$ cat src/pattern_occurrence_counter_core_defines.svh
// Assertion macros for the pattern occurrence counter.
// No dependencies; included by the modules that carry assertions.
`ifndef PATTERN_OCCURRENCE_COUNTER_CORE_DEFINES_SVH
`define PATTERN_OCCURRENCE_COUNTER_CORE_DEFINES_SVH

// condition holds at every edge out of reset
`define POC_ASSERT_ALWAYS(label, clk, rst, cond, msg) \
  label: assert property (@(posedge clk) disable iff (rst) (cond)) else $error(msg);

// trigger at one edge implies result at the next edge
`define POC_ASSERT_NEXT(label, clk, rst, trig, res, msg) \
  label: assert property (@(posedge clk) disable iff (rst) (trig) |=> (res)) else $error(msg);

`endif

$ cat src/poc_pkg.sv
// Shared types and constants for the pattern occurrence counter.
// No dependencies.
package poc_pkg;

  localparam int PATTERN_MAX_DEF = 16;
  localparam int WORD_WIDTH_DEF  = 32;
  localparam int COUNT_W         = 32;
  localparam int LEN_CFG_W       = 5;
  localparam int IN_WORD_W       = 32;
  localparam int SLOT_W          = 4;

  localparam logic MODE_PATTERN = 1'b0;
  localparam logic MODE_TEXT    = 1'b1;

  // per-cycle controls broadcast to every cell
  typedef struct packed {
    logic shift;   // text item accepted: window moves one cell
    logic clear;   // end of stream: window emptied
    logic rotate;  // pattern ring steps one cell toward higher index
    logic pat_we;  // pattern item accepted with a slot in range
  } cell_ctl_t;

endpackage

$ cat src/poc_cell.sv
// One cell of the match chain: a window word with its valid bit and one
// word of the pattern ring, plus the compare for this position. Uses poc_pkg.
module poc_cell import poc_pkg::*; #(
  parameter int IDX        = 0,
  parameter int WORD_WIDTH = WORD_WIDTH_DEF,
  parameter int LEN_W      = 5,
  parameter int OFF_W      = 4
) (
  input  logic                  clk,
  input  logic                  rst,
  input  cell_ctl_t             ctl,
  input  logic [LEN_W-1:0]      eff_len,
  input  logic [OFF_W-1:0]      wr_idx,
  input  logic [WORD_WIDTH-1:0] wr_data,
  input  logic [WORD_WIDTH-1:0] win_in,
  input  logic                  valid_in,
  input  logic [WORD_WIDTH-1:0] pat_in,
  output logic [WORD_WIDTH-1:0] win,
  output logic                  valid,
  output logic [WORD_WIDTH-1:0] pat,
  output logic                  ok
);

  logic in_use;

  assign in_use = (32'(eff_len) > IDX);
  // compare against the word this cell will hold after the shift
  assign ok = !in_use || (valid_in && (win_in == pat));

  always_ff @(posedge clk) begin
    if (rst) begin
      valid <= 1'b0;
    end else if (ctl.clear) begin
      valid <= 1'b0;
    end else if (ctl.shift) begin
      valid <= valid_in;
    end
  end

  always_ff @(posedge clk) begin
    if (ctl.shift) begin
      win <= win_in;
    end
  end

  always_ff @(posedge clk) begin
    if (ctl.rotate) begin
      pat <= pat_in;
    end else if (ctl.pat_we && (wr_idx == OFF_W'(IDX))) begin
      pat <= wr_data;
    end
  end

endmodule

$ cat src/poc_align.sv
// Holds pattern_length and the ring offset; steps the pattern ring until
// the newest window cell faces the last used slot. Uses poc_pkg.
module poc_align import poc_pkg::*; #(
  parameter int PATTERN_MAX = PATTERN_MAX_DEF,
  parameter int LEN_W       = 5,
  parameter int OFF_W       = 4
) (
  input  logic                 clk,
  input  logic                 rst,
  input  logic                 cfg_we,
  input  logic [LEN_CFG_W-1:0] cfg_len,
  output logic [LEN_W-1:0]     eff_len,
  output logic [OFF_W-1:0]     cur_off,
  output logic                 rotate
);

  logic [LEN_CFG_W-1:0] pattern_length;
  logic [OFF_W-1:0]     target_off;
  logic [OFF_W-1:0]     cur_off_next;

  assign eff_len = (32'(pattern_length) > PATTERN_MAX) ? LEN_W'(PATTERN_MAX)
                                                     : LEN_W'(pattern_length);
  assign target_off = (eff_len == '0) ? '0 : OFF_W'(eff_len - LEN_W'(1));
  assign rotate = (cur_off != target_off);
  assign cur_off_next = (32'(cur_off) == PATTERN_MAX - 1) ? '0 : cur_off + OFF_W'(1);

  always_ff @(posedge clk) begin
    if (rst) begin
      pattern_length <= '0;
    end else if (cfg_we) begin
      pattern_length <= cfg_len;
    end
  end

  always_ff @(posedge clk) begin
    if (rst) begin
      cur_off <= '0;
    end else if (rotate) begin
      cur_off <= cur_off_next;
    end
  end

endmodule

$ cat src/pattern_occurrence_counter_core.sv
// Pattern occurrence counter: a chain of compare cells over the text window.
// Uses poc_pkg, poc_align, poc_cell and the assertion macro header.
//
// Usage:
//   cfg channel (cfg_valid/cfg_ready, pattern_length) sets how many pattern
//   slots are in use; cfg_ready is always high. After a write that changes
//   the effective length the pattern ring steps one cell per cycle to line up
//   with the window, and in_ready stays low until the ring is aligned.
//   in channel (in_valid/in_ready): mode 0 items write a pattern slot and give
//   no result; mode 1 items shift a text word into the window and give one
//   result on the out channel (out_valid/out_ready) in the cycle after accept.
//   Throughput is one item per cycle unless rotating or stalled: every window
//   position is compared in parallel, one cell each; count updates that cycle.
//   in_ready follows out_ready while a result is held, so a stalled receiver
//   holds the result and stops intake without losing anything.
//   An item with end_of_text empties the window and the count after its own
//   result. Reset clears pattern_length, window, count and output valid;
//   pattern slots are undefined until written.
module pattern_occurrence_counter_core import poc_pkg::*; #(
  parameter int PATTERN_MAX = PATTERN_MAX_DEF,
  parameter int WORD_WIDTH  = WORD_WIDTH_DEF
) (
  input  logic                 clk,
  input  logic                 rst,
  input  logic                 cfg_valid,
  output logic                 cfg_ready,
  input  logic [LEN_CFG_W-1:0] pattern_length,
  input  logic                 in_valid,
  output logic                 in_ready,
  input  logic                 mode,
  input  logic signed [IN_WORD_W-1:0] word,
  input  logic [SLOT_W-1:0]    slot,
  input  logic                 end_of_text,
  output logic                 out_valid,
  input  logic                 out_ready,
  output logic                 match_ends_here,
  output logic [COUNT_W-1:0]   running_count,
  output logic                 stream_done
);

`include "pattern_occurrence_counter_core_defines.svh"

  localparam int LEN_W = $clog2(PATTERN_MAX + 1);
  localparam int OFF_W = (PATTERN_MAX > 1) ? $clog2(PATTERN_MAX) : 1;
  localparam int IW    = OFF_W + SLOT_W + 1;

  logic [LEN_W-1:0]      eff_len;
  logic [OFF_W-1:0]      cur_off;
  logic                  rotate;
  logic                  in_acc;
  logic                  text_acc;
  logic                  slot_ok;
  logic [IW-1:0]         idx_sum;
  logic [IW-1:0]         idx_mod;
  logic [OFF_W-1:0]      wr_idx;
  logic [WORD_WIDTH-1:0] word_ext;
  cell_ctl_t             ctl;
  logic                  hit;
  logic [COUNT_W-1:0]    match_count;
  logic [COUNT_W-1:0]    count_inc;

  logic [WORD_WIDTH-1:0] win     [PATTERN_MAX];
  logic [WORD_WIDTH-1:0] win_in  [PATTERN_MAX];
  logic [WORD_WIDTH-1:0] pat     [PATTERN_MAX];
  logic [WORD_WIDTH-1:0] pat_in  [PATTERN_MAX];
  logic [PATTERN_MAX-1:0] valid;
  logic [PATTERN_MAX-1:0] valid_in;
  logic [PATTERN_MAX-1:0] ok;

  assign cfg_ready = 1'b1;

  poc_align #(
    .PATTERN_MAX(PATTERN_MAX),
    .LEN_W      (LEN_W),
    .OFF_W      (OFF_W)
  ) u_align (
    .clk    (clk),
    .rst    (rst),
    .cfg_we (cfg_valid && cfg_ready),
    .cfg_len(pattern_length),
    .eff_len(eff_len),
    .cur_off(cur_off),
    .rotate (rotate)
  );

  assign in_ready = !rotate && (!out_valid || out_ready);
  assign in_acc   = in_valid && in_ready;
  assign text_acc = in_acc && (mode == MODE_TEXT);

  assign word_ext = WORD_WIDTH'(word);

  // slot s lives in ring cell (cur_off - s) mod PATTERN_MAX
  assign slot_ok = (IW'(slot) < IW'(PATTERN_MAX));
  assign idx_sum = IW'(cur_off) + IW'(PATTERN_MAX) - IW'(slot);
  assign idx_mod = (idx_sum >= IW'(PATTERN_MAX)) ? idx_sum - IW'(PATTERN_MAX) : idx_sum;
  assign wr_idx  = OFF_W'(idx_mod);

  assign ctl.shift  = text_acc;
  assign ctl.clear  = text_acc && end_of_text;
  assign ctl.rotate = rotate;
  assign ctl.pat_we = in_acc && (mode == MODE_PATTERN) && slot_ok;

  for (genvar i = 0; i < PATTERN_MAX; i++) begin : g_cell
    if (i == 0) begin : g_head
      assign win_in[i]   = word_ext;
      assign valid_in[i] = 1'b1;
      assign pat_in[i]   = pat[PATTERN_MAX-1];
    end else begin : g_body
      assign win_in[i]   = win[i-1];
      assign valid_in[i] = valid[i-1];
      assign pat_in[i]   = pat[i-1];
    end

    poc_cell #(
      .IDX       (i),
      .WORD_WIDTH(WORD_WIDTH),
      .LEN_W     (LEN_W),
      .OFF_W     (OFF_W)
    ) u_cell (
      .clk     (clk),
      .rst     (rst),
      .ctl     (ctl),
      .eff_len (eff_len),
      .wr_idx  (wr_idx),
      .wr_data (word_ext),
      .win_in  (win_in[i]),
      .valid_in(valid_in[i]),
      .pat_in  (pat_in[i]),
      .win     (win[i]),
      .valid   (valid[i]),
      .pat     (pat[i]),
      .ok      (ok[i])
    );
  end

  // length zero leaves every cell unused, so every text item hits
  assign hit = &ok;
  assign count_inc = (hit && (match_count != '1)) ? match_count + COUNT_W'(1) : match_count;

  always_ff @(posedge clk) begin
    if (rst) begin
      match_count <= '0;
    end else if (text_acc) begin
      match_count <= end_of_text ? '0 : count_inc;
    end
  end

  always_ff @(posedge clk) begin
    if (rst) begin
      out_valid <= 1'b0;
    end else if (text_acc) begin
      out_valid <= 1'b1;
    end else if (out_ready) begin
      out_valid <= 1'b0;
    end
  end

  always_ff @(posedge clk) begin
    if (text_acc) begin
      match_ends_here <= hit;
      running_count   <= count_inc;
      stream_done     <= end_of_text;
    end
  end

  `POC_ASSERT_ALWAYS(a_no_intake_while_rotating, clk, rst, !(rotate && in_ready), "item taken while pattern ring misaligned")
  `POC_ASSERT_NEXT(a_text_gives_result, clk, rst, text_acc, out_valid, "text item without result")
  `POC_ASSERT_NEXT(a_eot_clears_count, clk, rst, text_acc && end_of_text, (match_count == '0) && stream_done, "count not cleared at end of stream")
  `POC_ASSERT_NEXT(a_len_zero_hits, clk, rst, text_acc && (eff_len == '0), match_ends_here, "length zero must match every text item")

endmodule
$ cat config.mk
export PLATFORM = sky130hd
export DESIGN_NAME = pattern_occurrence_counter_core
export DESIGN_NICKNAME = d
export VERILOG_FILES = /design/src/poc_pkg.sv /design/src/poc_cell.sv /design/src/poc_align.sv /design/src/pattern_occurrence_counter_core.sv
export VERILOG_INCLUDE_DIRS = /design/src /design/src/src
export SDC_FILE = /design/constraint.sdc
export NUM_CORES = 2
export LEC_CHECK = 0
export BUFFER_PORTS_ARGS = -buffer_cell sky130_fd_sc_hd__buf_2
export CORE_UTILIZATION = 60
export DETAILED_ROUTE_END_ITERATION = 12
export PLACE_DENSITY = 0.87
export SYNTH_ARGS = -nofsm -noshare
export SYNTH_HDL_FRONTEND = slang
export SYNTH_SLANG_ARGS = --single-unit
$ cat constraint.sdc
create_clock -name clk -period 29.1 [get_ports clk]
set_input_delay 5.82 -clock clk [delete_from_list [all_inputs] [get_ports clk]]
set_output_delay 5.82 -clock clk [all_outputs]
set_load 0.05 [all_outputs]
# Yosys cells after proc, flatten, opt, wreduce, memory -nomap -nowiden
# Cells that the tools add are included.
# Widths: inputs -> output; s select.
# word_totals
ff_bits	1083
out_inout_bits	37
word_cells	245
# classes
addsub	6
n_lt_le_gt_ge	18
eq_ne	34
mux	40
n_bitwise	1
n_reduce_logical	93
# op_table
cell	n
$mux 32	34
$eq 32x32->1	16
$gt 5x4->1 const B	8
$logic_and 1x1->1	37
$eq 4x4->1 const B	9
$reduce_bool 2->1	17
$add 32x1->32 const B	1
$ne 32x32->1 const B	1
$gt 5x3->1 const B	4
$logic_not 1->1	18
$logic_or 1x1->1	17
$eq 4x3->1 const B	4
$reduce_and 16->1	1
$mux 4	3
$gt 5x1->1 const B	2
$gt 5x2->1 const B	2
$ge 9x5->1 const B	1
$eq 4x2->1 const B	2
$sub 4x1->4 const B	2
$sub 6x4->7	1
$add 4x5->6 const B	1
$gt 5x5->1 const B	1
$logic_not 5->1	1
$mux 5	1
7 further kinds	8

# Depth between registers and ports, before layout
# logic_depth
word_depth	12
mapped_depth	16
depth_no_buf	11

# Cells and area by module
# A second synthesis with hierarchy kept.
# hier_totals
cells_unflattened	2845
hier_area_um2	47704.5
# modules_own_cells
module	instances	cells_each	area_per_inst_um2
poc_cell at g_cell[12].u_cell ...	3	151	2716.4
poc_cell at g_cell[4].u_cell ...	2	150	2713.9
poc_cell at g_cell[11].u_cell ...	2	150	2712.6
poc_cell at g_cell[3].u_cell ...	2	149	2706.3
pattern_occurrence_counter_core	1	362	3602.2
poc_cell at g_cell[15].u_cell	1	153	2751.4
poc_cell at g_cell[0].u_cell	1	151	2725.1
poc_cell at g_cell[10].u_cell	1	151	2720.1
poc_cell at g_cell[2].u_cell	1	151	2717.6
poc_cell at g_cell[14].u_cell	1	151	2715.1
poc_cell at g_cell[6].u_cell	1	150	2715.1
poc_cell at g_cell[13].u_cell	1	151	2713.9
poc_align	1	74	629.4

# Worst setup path before layout
# No wires, ideal clock.
# synth_path
path_kind	input-to-reg
startpoint	in out_ready
endpoint	reg match_count[2]
setup_time_ps	596
arrival_time_ps	17261
required_ps	28504
path_slack_ps	11243
stages	7
path_buffers	2
cell_sequence	nand2b_1 and3_1 or4b_1 buf_2 clkbuf_1 inv_1 o311ai_0
# synth_via
elab_chain_cells	4
# synth_lines
element	line	text
start: declaration	pattern_occurrence_counter_core.sv:35	input logic out_ready,
$logic_or 1x1->1	pattern_occurrence_counter_core.sv:86	assign in_ready = !rotate && (!out_valid || out_ready);
$logic_and 1x1->1	pattern_occurrence_counter_core.sv:86	
$logic_and 1x1->1	pattern_occurrence_counter_core.sv:87	assign in_acc = in_valid && in_ready;
$logic_and 1x1->1	pattern_occurrence_counter_core.sv:88	assign text_acc = in_acc && (mode == MODE_TEXT);
via text_acc	pattern_occurrence_counter_core.sv:51	logic text_acc;
end signal: assignment	pattern_occurrence_counter_core.sv:144	match_count <= end_of_text ? '0 : count_inc;
end: declaration	pattern_occurrence_counter_core.sv:59	logic [COUNT_W-1:0] match_count;
# The timed path passes the listed nets, and every way through them passes these cells.
# A chain may end at the register's enable or synchronous reset.

# Final worst setup path
# layout_path
startpoint	in out_ready
endpoint	out in_ready
# layout_via
elab_chain_cells	2
# layout_lines
element	line	text
$logic_or 1x1->1	pattern_occurrence_counter_core.sv:86	
$logic_and 1x1->1	pattern_occurrence_counter_core.sv:86	
end: declaration	pattern_occurrence_counter_core.sv:29	output logic in_ready,
# No other way between the ends.

==> metrics.txt <==
run status=finished clean; CTS H-tree depth=3; row cnt=100; Clock Tree Buf Depth=3; IO Count=85; CP Max Fanout=4; Fillers=4585; Commonest cells post-synth=edfxtp_1 (1026), inv_1 (548), o21ai_0 (537); post-CTS sizing=0; total power=5.22 mW; Post-DP Area=0.0472 mm²; most frequent cell after synthesis=edfxtp_1; #FFs+latches synth=about 1100; Synth area leaders=edfxtp_1 (67%), xnor2_1 (6.6%), o21ai_0 (5.9%), inv_1 (4.5%), xor2_1 (3.9%); core area=between 0.07 and 0.08 mm²; setup violators final=0; register area share after synthesis=between 60% and 70%; overall routing resource usage=32.6%; Detailed Route WL=126 mm; Critical Path RT=approximately 23 ns; critical path arrival=~6.5 ns; post-placement cell count=4412; Final #Nets=about 3600; die width=between 200 and 300 µm; Finished Cell Area=about 0.050 mm²; global-route wire length before repair=approximately 180 mm; pwr/cell area=between 100 and 150 mW/mm²; worst vdd ir=around 69 µV; GR Util met3=10.4%; setup ws final=between 15 and 20 ns; initial antenna violation count=14; hpwl dp=about 82 mm; grt met1 use=39.8%; Pleak=around 19 nW; Final period util=a little over two fifths; Place WS=around 17 ns; Post-synth EDFFs=approximately 1000; via count=~29000; Netlist cell types=59; ANT nets after route=0; Die Span Y=roughly 280 µm; HP Class=register to register; GRT Max-Usage Layer=met2; Least-Margin Pin Slew=about 1.4 ns; TritonCTS clock tree=built; share of cells above drive strength 1=approximately 8.2%; CP Launch Type=primary input; number of I/O port buffers=83; area leader, netlist=edfxtp_1; Slew HR=under 10%; RSZ-0062 raised after global routing=no; worst flop-to-flop path endpoint=g_cell[11].u_cell.win[14]$_DFFE_PP_; Async SR Flop Fraction=0%; Yosys top cell area share=about two thirds; max frequency=around 0.08 GHz; CTS sink cnt=~1100; Mapped Area=roughly 0.046 mm²; worst flop-to-flop path startpoint=u_align.pattern_length[4]$_SDFFE_PP0P_; Setup Fix Bufs, Post-CTS=0; minimum clock period=between 10 and 15 ns; Clock Tree Root=clkbuf_16; Initial Util=61.0%; grt met2 use=50.8%; Vias/cell=between 6 and 7; DRT Pass-1 Iters=9; Critical path origin=out_ready; synthesized area per cell=roughly 13 µm²; register area=0.0320 mm²; Area Growth Syn to Fin=10.4%; r2r setup slk=about 23 ns; Worst Setup EP=in_ready; max_cap viols=0; Reg clk slew, reported paths=roughly 0.06 ns; top_reg_cell synth=edfxtp_1; grt ovf=0; Synth Net Count=between 3000 and 4000; multi-input logic area=approximately 0.011 mm²; Setup Crit Path Kind=primary input to output port; die area=a little under 0.08 mm²; largest net degree at the start of global routing=around 290; Worst-Skew Late Latency=roughly 0.67 ns; CP Capture Type=output port; Initial DRC Count=5023; DR DRC count=0; post-route insts no fill=approximately 4600; clock skew=approximately 0.026 ns; Final Max Slew Viols=0; Synth warnings=0; r2r worst-path depth=10; WL per Instance=27.3 µm; RePlAce Congestion=0.943; Num CTS Buffers=approximately 100; vias in the first global route=about 28000; final hold violations=0; setup TNS=0 ns; CTS Hold Bufs=0; Post-Synthesis Cells=roughly 3500
==> per-stage QoR <==
| step | utilization [%] | hold slack (ns) |
|---|---|---|
| after detailed placement | 62.9 | 0.455 |
| after floorplan | - | 0.445 |
| final | 67.3 | 0.459 |
| after CTS | 67.3 | 0.465 |
| after global placement | 62.9 | 0.447 |
| after global routing | 67.3 | 0.473 |
==> worst min path at each step <==
stage / cells past startpoint / startpoint / end
after floorplan: 0 / g_cell[8].u_cell.win[23]$_DFFE_PP_ / g_cell[9].u_cell.win[23]$_DFFE_PP_
after global placement: 0 / g_cell[0].u_cell.win[16]$_DFFE_PP_ / g_cell[1].u_cell.win[16]$_DFFE_PP_
after detailed placement: 0 / g_cell[0].u_cell.win[5]$_DFFE_PP_ / g_cell[1].u_cell.win[5]$_DFFE_PP_
after CTS: 0 / g_cell[2].u_cell.win[28]$_DFFE_PP_ / g_cell[3].u_cell.win[28]$_DFFE_PP_
after global routing: 0 / g_cell[4].u_cell.win[20]$_DFFE_PP_ / g_cell[5].u_cell.win[20]$_DFFE_PP_
final: 0 / g_cell[4].u_cell.win[20]$_DFFE_PP_ / g_cell[5].u_cell.win[20]$_DFFE_PP_
==> cell usage in the layout (no fill, tap or decap), types with 11 or more instances in the layout <==
cell type  count
xor2_1       205
nor3b_1       19
nor2_1        60
buf_4         34
nor3_1        22
a311o_1       21
nand3_1       54
nor4_1        62
and3_1        35
clkinv_1      16
a21oi_1       32
nand2_1       80
clkbuf_1      25
clkbuf_16    104
nand4_1      101
dfxtp_1       57
o21ai_0      521
a31oi_1       30
inv_1        547
edfxtp_1    1026
o21ai_2       11
xnor2_1      345
buf_2         83
clkinv_2      21
==> power by group <==
part	switching [mW]	total (mW)	leakage, nW	internal, mW
Combinational	0.756	1.16	6.42	0.407
Sequential	0.407	2.74	10.6	2.34
Clock	0.578	1.31	1.60	0.734
==> cells by family (layout without fill, tap and decap cells) <==
kind of cell / count (synthesis) / after routing / synth area share (%)
compound gates: 645 / 645 / 7.57
xor+xnor: 550 / 550 / 10.5
buf+inv: 696 / 859 / 5.81
fa+ha+maj: 11 / 11 / 0.318
simple gates: 476 / 476 / 5.65
other cells: 1 / 7 / 0.00820
flops: 1083 / 1083 / 69.9
mux: 9 / 9 / 0.203
==> critical path, cell delays in order <==
cell      delay (ns)
buf_2           0.09
nand2b_1        0.17
and2_1          0.17
buf_2           0.20
==> layout make-up <==
cell class | count | area share, %
Sequential cell | 1083 | 63.3
Multi-Input combinational cell | 1692 | 22.2
Clock buffer | 134 | 5.48
Inverter | 548 | 4.09
Tap cell | 969 | 2.40
Timing Repair Buffer | 120 | 1.45
Clock inverter | 57 | 0.999
Antenna cell | 6 | 0.0298
==> routing by layer <==
metal  wire length (µm)  part of all wire, %
met2              58100                   46
met3              17300                   14
met4               8970                  7.1
met1              41500                   33
met5                 34                0.027
==> registers in the layout, indices dropped and copies added (netlist names) <==
| name | count |
|---|---|
| running_count | 32 |
| out_valid | 1 |
| stream_done | 1 |
| g_cell.u_cell.pat | 512 |
| u_align.pattern_length | 5 |
| u_align.cur_off | 4 |
| match_count | 32 |
| g_cell.u_cell.valid | 15 |
| g_cell.u_cell.win | 480 |
| match_ends_here | 1 |
Note: power is estimated with default switching activity, not from simulation.
